## src/hdl/scpc_pkg.sv

```systemverilog
// Shared types, constants and character helpers for the serial command pin controller.
// No dependencies.
package scpc_pkg;

    localparam int BUFFER_DEPTH_DEF = 256;
    localparam int QUEUE_DEPTH      = 2;
    localparam int PIN_BITS         = 6;
    localparam int LATCH_BITS       = 7;
    localparam int POS_BITS         = 5;

    localparam logic [7:0]  NL         = 8'h0A;
    localparam logic [7:0]  PIN_MASK   = 8'h3F;
    localparam logic [3:0]  NIB_MASK   = 4'hF;
    localparam logic [15:0] NUM_MAX    = 16'hFFFF;
    localparam logic [15:0] MAX_PIN_NO = 16'd6;
    localparam logic [6:0]  NO_REPORT  = 7'd64;

    localparam int GREET_LEN = 20;
    localparam int ERR_LEN   = 6;
    localparam int HEX_LEN   = 5;
    localparam logic [8*GREET_LEN-1:0] GREETING = "Happy happy joy joy\n";
    localparam logic [8*ERR_LEN-1:0]   ERRMSG   = "ERROR\n";

    typedef enum logic [1:0] {
        JOB_BYTE,
        JOB_LINE,
        JOB_TICK
    } job_kind_t;

    typedef struct packed {
        job_kind_t              kind;
        logic [7:0]             data;
        logic [PIN_BITS-1:0]    pins;
    } job_t;

    typedef enum logic [1:0] {
        MSG_NONE,
        MSG_GREET,
        MSG_ERR,
        MSG_HEX
    } msg_kind_t;

    function automatic logic [7:0] to_upper(input logic [7:0] c);
        if (c >= "a" && c <= "z")
            return c - 8'h20;
        return c;
    endfunction

    // 16 means not a hex digit
    function automatic logic [4:0] hex_val(input logic [7:0] c);
        if (c >= "0" && c <= "9")
            return 5'(c - "0");
        if (c >= "a" && c <= "f")
            return 5'(c - "a" + 8'd10);
        if (c >= "A" && c <= "F")
            return 5'(c - "A" + 8'd10);
        return 5'd16;
    endfunction

    function automatic logic [7:0] hex_char(input logic [3:0] v);
        if (v < 4'd10)
            return 8'(v) + "0";
        return 8'(v) - 8'd10 + "A";
    endfunction

    function automatic logic [POS_BITS-1:0] msg_len(input msg_kind_t m);
        case (m)
            MSG_GREET: return POS_BITS'(GREET_LEN);
            MSG_ERR:   return POS_BITS'(ERR_LEN);
            MSG_HEX:   return POS_BITS'(HEX_LEN);
            default:   return '0;
        endcase
    endfunction

    function automatic logic [7:0] msg_char(input msg_kind_t m,
                                            input logic [POS_BITS-1:0] idx,
                                            input logic [PIN_BITS-1:0] p);
        logic [7:0] pw;
        pw = 8'(p) & PIN_MASK;
        case (m)
            MSG_GREET: return GREETING[8*(GREET_LEN-1-int'(idx)) +: 8];
            MSG_ERR:   return ERRMSG[8*(ERR_LEN-1-int'(idx)) +: 8];
            MSG_HEX:
            begin
                case (idx)
                    5'd0:    return "0";
                    5'd1:    return "x";
                    5'd2:    return hex_char(pw[7:4]);
                    5'd3:    return hex_char(pw[3:0] & NIB_MASK);
                    default: return NL;
                endcase
            end
            default:   return NL;
        endcase
    endfunction

endpackage

```

## src/hdl/scpc_queue.sv

```systemverilog
// Short job queue between the front and back parts.
// Depends on scpc_pkg.
module scpc_queue import scpc_pkg::*;
(
    input  logic clk,
    input  logic rst_n,
    input  logic push,
    input  job_t push_job,
    output logic full,
    input  logic pop,
    output logic avail,
    output job_t pop_job
);
    localparam int PW = $clog2(QUEUE_DEPTH);

    job_t            entry_reg [QUEUE_DEPTH];
    logic [PW-1:0]   wr_reg;
    logic [PW-1:0]   rd_reg;
    logic [PW:0]     count_reg;

    assign full    = (count_reg == (PW+1)'(QUEUE_DEPTH));
    assign avail   = (count_reg != '0);
    assign pop_job = entry_reg[rd_reg];

    always_ff @(posedge clk)
    begin
        if (push)
            entry_reg[wr_reg] <= push_job;
    end

    always_ff @(posedge clk or negedge rst_n)
    begin
        if (!rst_n)
        begin
            wr_reg    <= '0;
            rd_reg    <= '0;
            count_reg <= '0;
        end
        else
        begin
            if (push)
                wr_reg <= (wr_reg == PW'(QUEUE_DEPTH-1)) ? '0 : wr_reg + 1'b1;
            if (pop)
                rd_reg <= (rd_reg == PW'(QUEUE_DEPTH-1)) ? '0 : rd_reg + 1'b1;
            if (push && !pop)
                count_reg <= count_reg + 1'b1;
            else if (pop && !push)
                count_reg <= count_reg - 1'b1;
        end
    end
endmodule

```

## config.mk

```make
export PLATFORM = sky130hd
export DESIGN_NAME = scpc_queue
export DESIGN_NICKNAME = d
export VERILOG_FILES = /design/src/hdl/scpc_pkg.sv /design/src/hdl/scpc_queue.sv
export SDC_FILE = /design/constraint.sdc
export NUM_CORES = 1
export LEC_CHECK = 0
export ABC_CLOCK_PERIOD_IN_PS = 4400
export BUFFER_PORTS_ARGS = -buffer_cell sky130_fd_sc_hd__buf_2
export CORE_MARGIN = 10
export CORE_UTILIZATION = 30
export CTS_CLUSTER_SIZE = 30
export DETAILED_ROUTE_END_ITERATION = 8
export GPL_TIMING_DRIVEN = 0
export PLACE_DENSITY = 0.51
export SLEW_MARGIN = 20
export SYNTH_ARGS = -nofsm -noshare
export SYNTH_HDL_FRONTEND = slang
export SYNTH_SLANG_ARGS = --single-unit
```

## constraint.sdc

```tcl
create_clock -name clk -period 4.4 [get_ports clk]
set_input_delay 0.88 -clock clk [delete_from_list [all_inputs] [get_ports clk]]
set_output_delay 0.88 -clock clk [all_outputs]
set_load 0.02 [all_outputs]
```

==> results.yml <==
cells_and_area:
  drive_above_1_share: 0.5625
  fillerInstances: 409
  diodes: 0
  final_cell_mix: "37 x buf_2, 32 x edfxtp_1, 9 x mux2_4"
  syn2layout_area_growth_pct: 24.66
  nNetsFinal: 132
  final_common_cell: "buf_2"
  largest_reg_flops: 32
  final_cell_area_um2: 1739
clocking:
  cts_setup_buffers: 0
  clock_latency_ns: 0.28
  cts-hold-fix-buffers: 0
  cts_tree: "done"
  cts-root-buf: "clkbuf_8"
  cts_resized: 0
  clock_sinks: 36
  clk_pin_slew_ns: 0.07
  ctsHtreeMaxLevel: 2
  cts_buffer_depth: 2
  cts_buffers: 5
worst_setup_path:
  r2r_slack_ns: 2.96
  cpPeakStageDelay_ns: 0.38
  crit_cells: 4
  cp-start-kind: "flop"
  path_delay_family: "buffers and inverters"
  crit_required_ns: 3.52
  cp_max_fo: 10
  worstSetupPathType: "reg -> out"
  worstPathCellList: "buf_6 -> buf_12 -> mux2_4 -> buf_2"
  cp_num_buf_inv: 3
  cp_slowest_cell: "dfrtp_1"
  r2r_cells: 1
  end_kind: "output port"
  arrival_ns: 1.40
die:
  die_h_um: 88.20
  rows: 24
  start_util: 0.3160
  dieArea_um2: 7778
  coreArea_um2: 4414
  num_io_pins: 38
  die_w_um: 88.20
timing:
  fin_ws_ns: 2.118
  drv_slew: 0
  finClkSkew_ns: 0.003925
  post-route-period-util: 0.5185
  tightest_slew_ns: 0.7936
  tns_ns: 0
  fmax_mhz: 438.3
  finalSetupViolCount: 0
  slew_headroom: 0.4709
  rsz0062_at_grt: "no"
  post-route-min-period_ns: 2.282
  whs_ns: 0.3920
  finalHoldViolCount: 0
routing:
  drt-pass1-iter-count: 4
  drc_errors: 0
  drtIter0Drc: 36
  via_per_inst: 4.256
  antenna_left: 0
  finalWirelength_um: 2574
  wire_per_inst_um: 15.70
  vias: 698
grt:
  grt_pass1_wl_um: 3884
  grt-ovfl-total: 0
  grt_max_degree: 17
  grt_pass1_vias: 828
  antenna_found_initial: 0
  track_usage: 0.06700
power_and_ir_drop:
  combPwrFrac: 0.372
  power_switching_uw: 359.5
  p_int_uw: 762.4
  peakVddDrop_uv: 272.1
  power_frac_seq: 0.436
  clock_power_share: 0.192
  netSwitchingFraction: 0.3204
  p_leak_uw: 0.0007019
  p_per_area_nw_per_um2: 645.1
  total_power_uw: 1122
synthesis:
  synth_compound_area_frac: 0
  yosys_warnings: 0
  postSynthAreaPerCell_um2: 21.14
  ys_types: 14
  seq_area_frac_synth: 0.7605
  syn_nets: 87
  netlist_instances: 66
  synth_top_family_by_area: "multiplexers"
  synth_fa_ha_area_frac: 0.008969
  synth_mux_area_frac: 0.1534
  ys_seq_elements: 36
  synthXorXnorAreaFrac: 0.03139
  yosys.area_share.simple: 0.02063
  syn_area_um2: 1395
worst_hold_path:
  hold_class: "in -> async"
placed_design:
  hpwl_um: 1883
  pre_cts_ws_ns: 2.311
  dpl_cell_area_um2: 1659
  port_buffers: 37
  place_congestion: 0.6698
outcome:
  status: "completed"
run:
  drv_cap: 0
==> final timing paths <==
check / from / to
worst max-delay path: rd_reg / pop_job[14]
worst min-delay path: rst_n / count_reg[1]
worst max register to register: wr_reg / entry_reg[1][13]
worst min register to register: count_reg[1] / count_reg[1]
max in group asynchronous: rst_n / rd_reg
min in group clk: count_reg[1] / count_reg[1]
==> metal layers <==
metal  global-route usage  vias up  wire length (um)
met3              0.04178        5               265
met2               0.1097       28              1260
met1              0.06781      330              1019
met4              0.02568        0                28
met5                    0        -                 0
li1                     -      335                 -
==> synth_stat cells <==
| cell | number | area share |
|---|---|---|
| mux2_4 | 9 | 0.097 |
| xor2_1 | 4 | 0.025 |
| buf_6 | 1 | 0.0081 |
| and2_1 | 1 | 0.0045 |
| dfrtp_1 | 4 | 0.072 |
| nor2b_1 | 2 | 0.0090 |
| inv_1 | 1 | 0.0027 |
| mux2_2 | 7 | 0.057 |
| ha_1 | 1 | 0.0090 |
| buf_12 | 1 | 0.014 |
| nor2_1 | 1 | 0.0027 |
| xnor2_1 | 1 | 0.0063 |
| or2_2 | 1 | 0.0045 |
| edfxtp_1 | 32 | 0.69 |
==> logic make-up (layout without fill, tap and decap cells) <==
kind of cell             Yosys count  after routing
XOR/XNOR                           5              5
adder cells (fa/ha/maj)            1              1
buffers and inverters              3             49
flip-flops                        36             36
multiplexers                      16             16
AND/OR/NAND/NOR                    5              5
==> cell type report <==
class / count / area (um^2) / area share
inverter: 1 / 3.754 / 0.002158
multi-input combinational: 27 / 301.5 / 0.1734
tap: 52 / 65.06 / 0.03741
sequential: 36 / 1061 / 0.6101
buffer: 2 / 31.28 / 0.01799
clock buffer: 7 / 76.32 / 0.04388
timing repair buffer: 38 / 196.4 / 0.1129
clock inverter: 1 / 3.754 / 0.002158
==> stage by stage <==
| step | cells | utilization |
|---|---|---|
| after floorplan | 66 | - |
| after global placement | 155 | 0.3727 |
| after detailed placement | 156 | 0.3759 |
| after CTS | 164 | 0.3940 |
| after global routing | 164 | 0.3940 |
| final | 164 | 0.3940 |
==> power by group through the flow <==
stage / clock network [uW] / logic [uW] / registers [uW]
floorplan: 0 / 309 / 487
global placement: 0 / 423 / 491
detailed placement: 0 / 431 / 496
CTS: 223 / 431 / 491
global route: 240 / 453 / 497
finish: 215 / 418 / 489
Note: power is estimated with default switching activity, not from simulation.
